File: src/hw/rtl/nrmc_pkg.sv
// nrmc_pkg: types, character codes and classification helpers for the
// rmc time/date parser. No dependencies; used by every rtl file.
`timescale 1ns / 1ps

package nrmc_pkg;

    // ascii codes the parser reacts to
    localparam logic [7:0] CH_DOLLAR = 8'h24;
    localparam logic [7:0] CH_STAR   = 8'h2A;
    localparam logic [7:0] CH_COMMA  = 8'h2C;
    localparam logic [7:0] CH_DOT    = 8'h2E;
    localparam logic [7:0] CH_ZERO   = 8'h30;
    localparam logic [7:0] CH_NINE   = 8'h39;
    localparam logic [7:0] CH_UPPER_A = 8'h41;
    localparam logic [7:0] CH_UPPER_G = 8'h47;
    localparam logic [7:0] CH_UPPER_M = 8'h4D;
    localparam logic [7:0] CH_UPPER_N = 8'h4E;
    localparam logic [7:0] CH_UPPER_P = 8'h50;
    localparam logic [7:0] CH_UPPER_R = 8'h52;
    localparam logic [7:0] CH_UPPER_S = 8'h53;
    localparam logic [7:0] CH_UPPER_V = 8'h56;
    localparam logic [7:0] CH_UPPER_W = 8'h57;
    localparam logic [7:0] HEX_TEN    = 8'd10;

    // field geometry
    localparam logic [3:0] FIELD_DIGITS   = 4'd6;
    localparam logic [3:0] COMMAS_TO_DATE = 4'd8;
    localparam logic [3:0] NAME_R_POS     = 4'd2;

    // default depth of the queue between front and back
    localparam int QUEUE_DEPTH_DEF = 2;

    // parse phases
    typedef enum logic [2:0] {
        PH_ERROR    = 3'd0,
        PH_NAME     = 3'd1,
        PH_TIME     = 3'd2,
        PH_BETWEEN  = 3'd3,
        PH_DATE     = 3'd4,
        PH_TAIL     = 3'd5,
        PH_CHECKSUM = 3'd6
    } phase_t;

    // classified item handed from front to back
    typedef struct packed {
        logic       is_tick;
        logic       allowed;
        logic       is_dollar;
        logic       is_star;
        logic       is_comma;
        logic       is_digit;
        logic       is_r;
        logic [7:0] hex_val;
        logic [7:0] ch;
    } item_t;

    // characters that may appear in a sentence
    function automatic logic char_allowed(input logic [7:0] c);
        logic ok;
        ok = (c inside {CH_DOLLAR, CH_STAR, CH_DOT, CH_COMMA, [CH_ZERO:CH_NINE],
                        [CH_UPPER_A:CH_UPPER_G], CH_UPPER_M, CH_UPPER_N,
                        CH_UPPER_P, CH_UPPER_R, CH_UPPER_S, CH_UPPER_V,
                        CH_UPPER_W});
        return ok;
    endfunction

    // checksum digit value, 8 bit wrapping as received
    function automatic logic [7:0] hex_value(input logic [7:0] c);
        logic [7:0] v;
        if (c > CH_NINE) begin
            v = c - CH_UPPER_A + HEX_TEN;
        end else begin
            v = c - CH_ZERO;
        end
        return v;
    endfunction

endpackage

File: src/hw/rtl/nrmc_front.sv
// nrmc_front: classifies each accepted character or tick into an item_t
// for the queue. Depends on nrmc_pkg.
`timescale 1ns / 1ps

module nrmc_front (
    input  logic               s_req_type,
    input  logic [7:0]         s_rx_byte,
    output nrmc_pkg::item_t    item
);
    import nrmc_pkg::*;

    // character classification
    always_comb begin
        item.is_tick   = s_req_type;
        item.allowed   = char_allowed(s_rx_byte);
        item.is_dollar = (s_rx_byte == CH_DOLLAR);
        item.is_star   = (s_rx_byte == CH_STAR);
        item.is_comma  = (s_rx_byte == CH_COMMA);
        item.is_digit  = (s_rx_byte inside {[CH_ZERO:CH_NINE]});
        item.is_r      = (s_rx_byte == CH_UPPER_R);
        item.hex_val   = hex_value(s_rx_byte);
        item.ch        = s_rx_byte;
    end

endmodule

File: src/hw/rtl/nrmc_queue.sv
// nrmc_queue: short first-in first-out queue of classified items between
// front and back. Depends on nrmc_pkg.
`timescale 1ns / 1ps

module nrmc_queue #(
    parameter int DEPTH = nrmc_pkg::QUEUE_DEPTH_DEF
) (
    input  logic               aclk,
    input  logic               aresetn,
    input  logic               push_valid,
    output logic               push_ready,
    input  nrmc_pkg::item_t    push_item,
    output logic               pop_valid,
    input  logic               pop_ready,
    output nrmc_pkg::item_t    pop_item
);
    import nrmc_pkg::*;

    localparam int PTR_W = (DEPTH > 1) ? $clog2(DEPTH) : 1;
    localparam int CNT_W = $clog2(DEPTH + 1);
    localparam logic [PTR_W-1:0] LAST_PTR = PTR_W'(DEPTH - 1);
    localparam logic [CNT_W-1:0] FULL_CNT = CNT_W'(DEPTH);

    item_t            slot_reg [DEPTH];
    logic [PTR_W-1:0] wr_ptr_reg, wr_ptr_next;
    logic [PTR_W-1:0] rd_ptr_reg, rd_ptr_next;
    logic [CNT_W-1:0] count_reg, count_next;
    logic             do_push, do_pop;

    // handshake
    assign push_ready = (count_reg != FULL_CNT);
    assign pop_valid  = (count_reg != '0);
    assign pop_item   = slot_reg[rd_ptr_reg];
    assign do_push    = push_valid && push_ready;
    assign do_pop     = pop_valid && pop_ready;

    // pointer and fill count update
    always_comb begin
        wr_ptr_next = wr_ptr_reg;
        rd_ptr_next = rd_ptr_reg;
        count_next  = count_reg;
        if (do_push) begin
            wr_ptr_next = (wr_ptr_reg == LAST_PTR) ? '0 : wr_ptr_reg + 1'b1;
        end
        if (do_pop) begin
            rd_ptr_next = (rd_ptr_reg == LAST_PTR) ? '0 : rd_ptr_reg + 1'b1;
        end
        if (do_push && !do_pop) begin
            count_next = count_reg + 1'b1;
        end else if (do_pop && !do_push) begin
            count_next = count_reg - 1'b1;
        end
    end

    always_ff @(posedge aclk) begin
        if (!aresetn) begin
            wr_ptr_reg <= '0;
            rd_ptr_reg <= '0;
            count_reg  <= '0;
        end else begin
            wr_ptr_reg <= wr_ptr_next;
            rd_ptr_reg <= rd_ptr_next;
            count_reg  <= count_next;
        end
    end

    // slot storage
    always_ff @(posedge aclk) begin
        if (do_push) begin
            slot_reg[wr_ptr_reg] <= push_item;
        end
    end

endmodule

File: src/hw/rtl/nrmc_back.sv
// nrmc_back: sentence state machine, captured digits, checksum and wait
// countdown; its state registers double as the result register.
// Depends on nrmc_pkg.
`timescale 1ns / 1ps

module nrmc_back (
    input  logic               aclk,
    input  logic               aresetn,
    input  logic [7:0]         correction_delay,
    input  logic               item_valid,
    output logic               item_ready,
    input  nrmc_pkg::item_t    item,
    output logic               m_valid,
    input  logic               m_ready,
    output logic [23:0]        m_time_bcd,
    output logic [23:0]        m_date_bcd,
    output logic               m_time_valid,
    output logic [7:0]         m_wait_left
);
    import nrmc_pkg::*;

    phase_t      phase_reg, phase_next;
    logic [3:0]  pos_reg, pos_next;
    logic [7:0]  xor_reg, xor_next;
    logic [7:0]  csum_reg, csum_next;
    logic [23:0] time_reg, time_next;
    logic [23:0] date_reg, date_next;
    logic        flag_reg, flag_next;
    logic [7:0]  wait_reg, wait_next;
    logic        out_valid_reg, out_valid_next;
    logic        take;
    logic        last_digit;
    logic [23:0] time_put, date_put;

    // item taken whenever the result slot is free or being emptied
    assign item_ready = !out_valid_reg || m_ready;
    assign take       = item_valid && item_ready;
    assign last_digit = (pos_reg == FIELD_DIGITS - 4'd1);

    // digit lanes with the current position replaced
    always_comb begin
        time_put = time_reg;
        date_put = date_reg;
        for (int i = 0; i < 6; i++) begin
            if (pos_reg == 4'(i)) begin
                time_put[(5 - i) * 4 +: 4] = item.ch[3:0];
                date_put[(5 - i) * 4 +: 4] = item.ch[3:0];
            end
        end
    end

    // next state
    always_comb begin
        phase_next = phase_reg;
        pos_next   = pos_reg;
        xor_next   = xor_reg;
        csum_next  = csum_reg;
        time_next  = time_reg;
        date_next  = date_reg;
        flag_next  = flag_reg;
        wait_next  = wait_reg;

        if (item.is_tick) begin
            if (flag_reg && (wait_reg != '0)) begin
                wait_next = wait_reg - 8'd1;
            end
        end else if (!item.allowed) begin
            phase_next = PH_ERROR;
        end else if (item.is_dollar) begin
            phase_next = PH_NAME;
            pos_next   = '0;
            xor_next   = '0;
        end else begin
            case (phase_reg)
                PH_NAME, PH_TIME, PH_DATE: begin
                    if (pos_reg >= FIELD_DIGITS) begin
                        phase_next = PH_ERROR;
                    end else begin
                        xor_next = xor_reg ^ item.ch;
                        if (phase_reg == PH_TIME) begin
                            flag_next = 1'b0;
                            time_next = time_put;
                        end
                        if (phase_reg == PH_DATE) begin
                            date_next = date_put;
                        end
                        if ((phase_reg == PH_NAME) && (pos_reg == NAME_R_POS)
                                && !item.is_r) begin
                            phase_next = PH_ERROR;
                        end else if ((phase_reg != PH_NAME) && !item.is_digit) begin
                            phase_next = PH_ERROR;
                        end else if (last_digit) begin
                            pos_next = '0;
                            case (phase_reg)
                                PH_NAME: phase_next = PH_TIME;
                                PH_TIME: phase_next = PH_BETWEEN;
                                default: phase_next = PH_TAIL;
                            endcase
                        end else begin
                            pos_next = pos_reg + 4'd1;
                        end
                    end
                end
                PH_BETWEEN: begin
                    xor_next = xor_reg ^ item.ch;
                    if (item.is_comma) begin
                        if (pos_reg == COMMAS_TO_DATE - 4'd1) begin
                            phase_next = PH_DATE;
                            pos_next   = '0;
                        end else begin
                            pos_next = pos_reg + 4'd1;
                        end
                    end
                end
                PH_TAIL: begin
                    if (item.is_star) begin
                        phase_next = PH_CHECKSUM;
                        pos_next   = '0;
                        csum_next  = '0;
                    end else begin
                        xor_next = xor_reg ^ item.ch;
                    end
                end
                PH_CHECKSUM: begin
                    if (pos_reg == '0) begin
                        csum_next = {item.hex_val[3:0], 4'h0};
                        pos_next  = 4'd1;
                    end else begin
                        csum_next = csum_reg | item.hex_val;
                        if (xor_reg == csum_next) begin
                            wait_next = correction_delay;
                            flag_next = 1'b1;
                        end
                        phase_next = PH_ERROR;
                    end
                end
                default: begin
                end
            endcase
        end
    end

    // result slot
    always_comb begin
        out_valid_next = out_valid_reg;
        if (item_ready) begin
            out_valid_next = item_valid;
        end
    end

    always_ff @(posedge aclk) begin
        if (!aresetn) begin
            phase_reg     <= PH_ERROR;
            pos_reg       <= '0;
            xor_reg       <= '0;
            csum_reg      <= '0;
            time_reg      <= '0;
            date_reg      <= '0;
            flag_reg      <= 1'b0;
            wait_reg      <= '0;
            out_valid_reg <= 1'b0;
        end else begin
            out_valid_reg <= out_valid_next;
            if (take) begin
                phase_reg <= phase_next;
                pos_reg   <= pos_next;
                xor_reg   <= xor_next;
                csum_reg  <= csum_next;
                time_reg  <= time_next;
                date_reg  <= date_next;
                flag_reg  <= flag_next;
                wait_reg  <= wait_next;
            end
        end
    end

    // result fields are the state after the last item
    assign m_valid      = out_valid_reg;
    assign m_time_bcd   = time_reg;
    assign m_date_bcd   = date_reg;
    assign m_time_valid = flag_reg;
    assign m_wait_left  = wait_reg;

endmodule

File: src/hw/rtl/nmea_rmc_time_date_parser.sv
// channel   direction  ports
// s_        in         s_valid s_ready s_req_type s_rx_byte
// m_        out        m_valid m_ready m_time_bcd m_date_bcd m_time_valid m_wait_left
// cfg_      in         cfg_valid cfg_ready cfg_data (correction_delay)
//
// one item per cycle sustained while m_ready is held high; each item is stored in
// a queue slot, then its result is registered in the back stage state registers.
// the back stage holds the result in its own state registers, so it advances
// only when the result slot is empty or being taken; the queue absorbs stalls.
// reset (synchronous, aresetn low) clears phase, digits, flag, count and queue.
// depends on nrmc_pkg, nrmc_front, nrmc_queue, nrmc_back.
`timescale 1ns / 1ps

module nmea_rmc_time_date_parser #(
    parameter int QUEUE_DEPTH = nrmc_pkg::QUEUE_DEPTH_DEF
) (
    input  logic        aclk,
    input  logic        aresetn,
    input  logic        s_valid,
    output logic        s_ready,
    input  logic        s_req_type,
    input  logic [7:0]  s_rx_byte,
    output logic        m_valid,
    input  logic        m_ready,
    output logic [23:0] m_time_bcd,
    output logic [23:0] m_date_bcd,
    output logic        m_time_valid,
    output logic [7:0]  m_wait_left,
    input  logic        cfg_valid,
    output logic        cfg_ready,
    input  logic [7:0]  cfg_data
);
    import nrmc_pkg::*;

    logic [7:0] delay_reg;
    item_t      front_item;
    item_t      head_item;
    logic       head_valid;
    logic       head_ready;

    // configuration register
    assign cfg_ready = 1'b1;

    always_ff @(posedge aclk) begin
        if (!aresetn) begin
            delay_reg <= '0;
        end else if (cfg_valid) begin
            delay_reg <= cfg_data;
        end
    end

    // classify incoming transfers
    nrmc_front u_front (
        .s_req_type (s_req_type),
        .s_rx_byte  (s_rx_byte),
        .item       (front_item)
    );

    // decoupling queue
    nrmc_queue #(
        .DEPTH (QUEUE_DEPTH)
    ) u_queue (
        .aclk       (aclk),
        .aresetn    (aresetn),
        .push_valid (s_valid),
        .push_ready (s_ready),
        .push_item  (front_item),
        .pop_valid  (head_valid),
        .pop_ready  (head_ready),
        .pop_item   (head_item)
    );

    // parser state and result
    nrmc_back u_back (
        .aclk             (aclk),
        .aresetn          (aresetn),
        .correction_delay (delay_reg),
        .item_valid       (head_valid),
        .item_ready       (head_ready),
        .item             (head_item),
        .m_valid          (m_valid),
        .m_ready          (m_ready),
        .m_time_bcd       (m_time_bcd),
        .m_date_bcd       (m_date_bcd),
        .m_time_valid     (m_time_valid),
        .m_wait_left      (m_wait_left)
    );

endmodule
File: config.mk
export PLATFORM = sky130hd
export DESIGN_NAME = nmea_rmc_time_date_parser
export DESIGN_NICKNAME = d
export VERILOG_FILES = /design/src/hw/rtl/nrmc_pkg.sv /design/src/hw/rtl/nrmc_front.sv /design/src/hw/rtl/nrmc_queue.sv /design/src/hw/rtl/nrmc_back.sv /design/src/hw/rtl/nmea_rmc_time_date_parser.sv
export SDC_FILE = /design/constraint.sdc
export NUM_CORES = 1
export LEC_CHECK = 0
export ABC_AREA = 1
export BUFFER_PORTS_ARGS = -buffer_cell sky130_fd_sc_hd__buf_2
export CORE_UTILIZATION = 60
export CTS_BUF_LIST = sky130_fd_sc_hd__clkbuf_4
export CTS_CLUSTER_DIAMETER = 100
export DETAILED_ROUTE_END_ITERATION = 8
export PLACE_DENSITY = 0.82
export SKIP_CTS_REPAIR_TIMING = 1
export SKIP_LAST_GASP = 1
export SLEW_MARGIN = 5
export SYNTH_ARGS = -nofsm -noshare
export SYNTH_HDL_FRONTEND = slang
export SYNTH_SLANG_ARGS = --single-unit
File: constraint.sdc
create_clock -name aclk -period 3 [get_ports aclk]
set_input_delay 0.15 -clock aclk [delete_from_list [all_inputs] [get_ports aclk]]
set_output_delay 0.15 -clock aclk [all_outputs]
set_load 0.05 [all_outputs]
==> impl_metrics.ini, run 1 <==
[clock_tree]
worst_skew_pair.late_latency_ns = 0.54
cts_buffers = 17
cts.htree.levels = 4
cts.reportedPaths.clkPinSlew_ns = 0.12
cts_root_buf = clkbuf_4
clock_sinks = 140
cts_tree = built
cts_buffer_depth = 2

[timing]
setup_total_negative_slack_ns = 0
relSlewSlack = 0.559
tightest_slew_ns = 0.657
final_clock_period_utilization_by_the_worst_path = 0.762
finClkSkew_ns = 0.0152
finalWorstPathRequiredPeriod_ns = 2.29
max_clock_freq_mhz = 437
setup_viol_count_final = 0
timing.hold.ws_ns = 0.0235
rsz_0062_raised_after_global_routing = false
hold_violations = 0
slew_violations = 0

[setup_path]
rrSetupSlack_ns = 0.71
cp_common_cell = nand2_2
reg2reg_to = u_back.xor_reg[7]$_SDFFE_PN0P_
worstPathArrival_ns = 2.69
critical_path_peak_fanout = 20
cp-start-kind = flop
timing.critical_path.to_type = flop
cpMaxStageDelayCell = dfxtp_1
crit_path_max_incr_delay_ns = 0.63
worst-endpoint-required_ns = 3.40
criticalPathCategory = flop to flop
ff2ff_path_depth = 11
cp_cell_sequence = inv_4 > nand2_1 > nand2_2 > nor2_2 > nand2_1 > nor2_2 > nand2_2 > inv_4 > nand2_2 > nor2_1 > nor3b_2

[route]
via_count = 5944
route.detailed.drc = 0
route.detailed.wl_per_inst_um = 14.2
drt_iter0_drc = 528
drt_pass1_iterations = 5
antenna_violating_nets_post_route = 0
wl_um = 15800
route.detailed.vias_per_inst = 5.35

[grt]
grt_pass1_vias = 5233
grt_remaining_overflow = 0
grt_first_pass_wirelength_um = 24400
groute.usage.overall = 0.265
largest_net_degree_at_the_start_of_global_routing = 37
grt_antenna_before_repair = 0

[floorplanning]
fp.dieArea_mm2 = 0.0120
die-height_um = 109
floorplan.initialDensity = 0.627
core_area_mm2 = 0.0110
std_cell_rows = 38
ioPinCount = 82
floorplan.die.width_um = 109

[synth]
synth-seq-area-share = 0.472
avg_synthesized_cell_area_um2 = 8.15
synth_warnings = 0
synth_area_leader_cell = dfxtp_1
synth_most_common_cell = nand2_1
leading_post_synthesis_cells_by_cell_area = dfxtp_1, edfxtp_1, nand2_1
synth-seq-cells = 140
synth.lib_cells_used.distinct = 51
yosys_most_used_dff = dfxtp_1
synth_area_mm2 = 0.00692
mappedNetlistNets = 887
synth_top_area_share = 0.272
share_of_synthesized_registers_carrying_an_async_set_or_reset = 0
cell_types_with_the_highest_counts_after_synthesis = nand2_1, inv_1, dfxtp_1
number_of_enable_flip_flop_cells_after_synthesis = 46
syn_inst = 849

[final_layout]
final_core_utilization = 0.720
layout.nets = 996
largest_reg_flops = 46
antenna_cells = 0
layout-drive-gt1-share = 0.179
area_delta_synth_final_pct = 14.8
final.fill_count = 866
layout.cell_area.non_filler_mm2 = 0.00794

[power]
vdd_drop_max_mv = 0.461
leakage_nw = 3.47
total_power_w = 0.00533
p_per_area_mw_per_mm2 = 672

[worst_hold_path]
whs_endpoint = delay_reg[7]$_SDFFE_PN0P_
worstHoldStart = cfg_valid
whs_path_depth = 3
hold_path.class = primary input to flop

[run]
drv_cap = 0

[place]
place.port_buffers = 80
place.gp.congestion = 0.950
postPlaceCellArea_mm2 = 0.00741
dp_wirelength_um = 11100

[status]
status = completed
## critical path: cells and delay by family (launching register included)
family	cells	cell delay, ns
simple gates	9	1.20
flops	1	0.63
buf+inv	2	0.31
## metal layers
metal	track usage	part of all wire	vias to the layer above	routed length, µm
met5	0	0	-	0
met4	0.0857	0.015	0	235
met3	0.0634	0.059	24	938
met2	0.433	0.48	202	7550
met1	0.346	0.45	2674	7070
li1	-	-	3044	-
## per-stage QoR
step	setup slack [ns]	std cells
2_1_floorplan	0.641	849
3_3_place_gp	0.832	1053
3_5_place_dp	0.759	1053
4_1_cts	0.718	1085
5_1_grt	0.481	1111
6_report	0.713	1111
## cell type report
cell class / count / area, µm² / share of cell area
sequential: 140 / 3260 / 0.411
clock buffer: 19 / 143 / 0.0180
multi-input combinational: 558 / 3030 / 0.381
inverter: 127 / 490 / 0.0618
timing repair buffer: 114 / 721 / 0.0907
clock inverter: 13 / 125 / 0.0158
tap: 140 / 175 / 0.0221
## where the power goes
group	internal, W	switching [W]	total, W
registers	0.00216	0.000135	0.00230
logic	0.000541	0.00133	0.00187
clock network	0.000504	0.000656	0.00116
## cell usage in the layout (no fill, tap or decap), types with 4 or more instances in the layout
cell,netlist,routed
nand2_1,147,147
inv_1,115,115
dfxtp_1,94,94
a21oi_1,82,82
o21ai_0,80,80
buf_2,7,80
nor2_1,69,67
nand3_1,47,47
edfxtp_1,46,46
dlygate4sd3_1,0,26
clkbuf_4,0,19
ha_1,16,16
nand4_1,13,13
nand2_2,12,12
nor3_1,11,11
o21ai_1,11,11
xor2_1,8,8
buf_4,1,8
o21ai_2,6,6
nor2_2,4,6
inv_2,5,5
inv_4,3,5
a31oi_1,5,5
clkinv_1,2,5
clkinv_4,1,4
nand4_4,4,4
nand3b_1,4,4
clkinv_2,1,4
a211oi_1,4,4
## kinds of logic (layout without fill, tap and decap cells)
| group | after synthesis | after routing | share of synthesized area |
|---|---|---|---|
| AND/OR/NAND/NOR | 334 | 334 | 0.239 |
| AO/OA/AOI/OAI | 199 | 199 | 0.158 |
| buffers and inverters | 151 | 273 | 0.0917 |
| flip-flops | 140 | 140 | 0.472 |
| adder cells (fa/ha/maj) | 16 | 16 | 0.0289 |
| XOR/XNOR | 8 | 8 | 0.0101 |
| other | 1 | 1 | 0.000542 |
## worst max-delay path by stage
stage                                           start                                end  slack, ns  cells after the start
global route                                     flop     u_back.xor_reg[3]$_SDFFE_PN0P_       0.48                      7
CTS                                              flop  u_back.m_date_bcd[8]$_SDFFE_PN0P_       0.72                     10
finish                                           flop     u_back.xor_reg[7]$_SDFFE_PN0P_       0.71                     11
floorplan           u_queue.count_reg[0]$_SDFFE_PN0P_   u_queue.slot_reg[1][0]$_DFFE_PP_       0.64                      4
global placement                                 flop  u_back.m_date_bcd[8]$_SDFFE_PN0P_       0.83                     10
detailed placement                               flop  u_back.m_date_bcd[8]$_SDFFE_PN0P_       0.76                     10
(Power assumes the default switching activity.)
==> run 2, diff against run 1 <==
Clock period 3 ns to 2.2 ns, I/O delays scaled along.
==> run 2 against run 1 <==
Final cell count is 1.8% higher. Core utilization is 1.5 points higher. Hold slack better by 0.013 ns. Combinational power is 47% higher. Clock power is 37% higher. Global-route usage is 0.31 points higher. Sequential power is 35% higher. Setup slack worse by 0.62 ns. Via count is 4.1% higher. Register-to-register slack worse by 0.62 ns. Die area stayed put. Non-clock buffer count is 20 higher. Largest cell class unchanged.
==> impl_metrics.ini, run 2 (synthesis gave the netlist of run 1 again) <==
[status]
status = completed

[grt]
grt_remaining_overflow = 0
groute.usage.overall = 0.268
grt_antenna_before_repair = 0
grt_first_pass_wirelength_um = 24400
grt_pass1_vias = 5227
largest_net_degree_at_the_start_of_global_routing = 56

[power]
net-switching-power_w = 0.00305
total_power_w = 0.00744
vdd_drop_max_mv = 0.488
pwr-share-comb = 0.370
p_per_area_mw_per_mm2 = 919
power.switching_fraction = 0.409
sequentialPowerShare = 0.417
leakage_nw = 3.57
internal_power_w = 0.00440
clkPwrFrac = 0.214

[place]
place_ws_ns = 0.145
dp_wirelength_um = 11200
place.gp.congestion = 0.943
place.port_buffers = 80
dpl.cell_count = 1071

[timing]
slew_violations = 0
hold_violations = 0
finClkSkew_ns = 0.0188
max_clock_freq_mhz = 474
setup_viol_count_final = 0
finalWorstPathRequiredPeriod_ns = 2.11
final_clock_period_utilization_by_the_worst_path = 0.960
final.setup.worst_slack_ns = 0.0884

[setup_path]
timing.critical_path.to_type = flop
worstPathArrival_ns = 2.57
cpMaxStageDelayCell = o31ai_4
critical_path.top_delay_family = compound AO/OA/AOI/OAI gates
cp_num_cells = 8
ff2ff_path_depth = 8
worst-endpoint-required_ns = 2.65
cp_cell_sequence = buf_4 > ha_1 > o31ai_4 > nand4_4 > inv_4 > nand4_2 > o21ai_0 > a21oi_1
crit_path_max_incr_delay_ns = 0.40
cp-start-kind = flop
criticalPathCategory = flop to flop
critical_path_buf_inv_count = 2
critical_path_peak_fanout = 8

[run]
drv_cap = 0

[final_layout]
antenna_cells = 0
layout.cells.most_common = nand2_1
multi_input_comb_area_mm2 = 0.00303
layout.nets = 1016
area_delta_synth_final_pct = 17.1
final.fill_count = 856
largest_reg_flops = 46
most-common-layout-cells = nand2_1, inv_1, dfxtp_1
final_core_utilization = 0.735
finish.cell_count_without_fillers = 1131
layout-drive-gt1-share = 0.197
ff_latch_area_mm2 = 0.00326

[clock_tree]
cts_tree = built
cts_buffer_depth = 2
cts.htree.levels = 4
worst_skew_pair.late_latency_ns = 0.56
cts.reportedPaths.clkPinSlew_ns = 0.13
cts_root_buf = clkbuf_4
clock_sinks = 140
cts_buffers = 17

[floorplanning]
core_area_mm2 = 0.0110
floorplan.die.width_um = 109
fp.dieArea_mm2 = 0.0120
std_cell_rows = 38
ioPinCount = 82
die-height_um = 109
floorplan.initialDensity = 0.627

[route]
route.detailed.drc = 0
antenna_violating_nets_post_route = 0
route.detailed.vias_per_inst = 5.47
route.detailed.wl_per_inst_um = 14.2
via_count = 6185
drt_pass1_iterations = 5
wl_um = 16100
drt_iter0_drc = 664

[worst_hold_path]
whs_path_depth = 5
hold_path.class = primary input to flop
run 2: metal layers:
layer  vias to the layer above  global-route usage  wire [µm]
li1                       3090                   -          -
met1                      2794               0.347       6980
met2                       259               0.427       7540
met3                        42              0.0593       1030
met4                         0               0.125        509
met5                         -                   0          0
run 2: layout make-up:
type / count / share of cell area
clock buffers: 18 / 0.0167
clock inverters: 14 / 0.0164
inverters: 127 / 0.0605
multi-input cells: 558 / 0.373
flip-flops and latches: 140 / 0.403
well taps: 140 / 0.0216
repair buffers: 134 / 0.109
run 2: metrics by stage:
stage,instance area (µm²),hold slack (ns),TNS (ns)
final,8100,0.0360,0
after floorplan,6920,0.209,0
after global routing,8100,0.0860,-0.0198
after detailed placement,7550,0.303,0
after global placement,7550,0.302,0
after CTS,7820,-0.291,0
run 2: worst min-delay path: cells and delay by family:
family	cells	cell delay, ns
AND/OR/NAND/NOR	2	0.19
buffers and inverters	2	0.17
AO/OA/AOI/OAI	1	0.08
run 2: power groups by stage:
stage | sequential, W | clock [W] | combinational [W]
finish | 0.00310 | 0.00159 | 0.00275
global route | 0.00313 | 0.00173 | 0.00303
CTS | 0.00310 | 0.00162 | 0.00267
detailed placement | 0.00315 | 0 | 0.00266
global placement | 0.00314 | 0 | 0.00264
floorplan | 0.00317 | 0 | 0.00195
run 2: worst paths after layout:
kind / from / end / slack [ns]
worst max-delay path: u_back.pos_reg[1]$_SDFFE_PN0P_ / u_back.m_date_bcd[11]$_SDFFE_PN0P_ / 0.09
worst min-delay path: s_valid / u_queue.wr_ptr_reg$_SDFFE_PN0P_ / 0.04
worst max register to register: u_back.pos_reg[1]$_SDFFE_PN0P_ / u_back.m_date_bcd[11]$_SDFFE_PN0P_ / 0.09
worst min register to register: u_back.m_time_bcd[13]$_SDFFE_PN0P_ / u_back.m_time_bcd[13]$_SDFFE_PN0P_ / 0.45
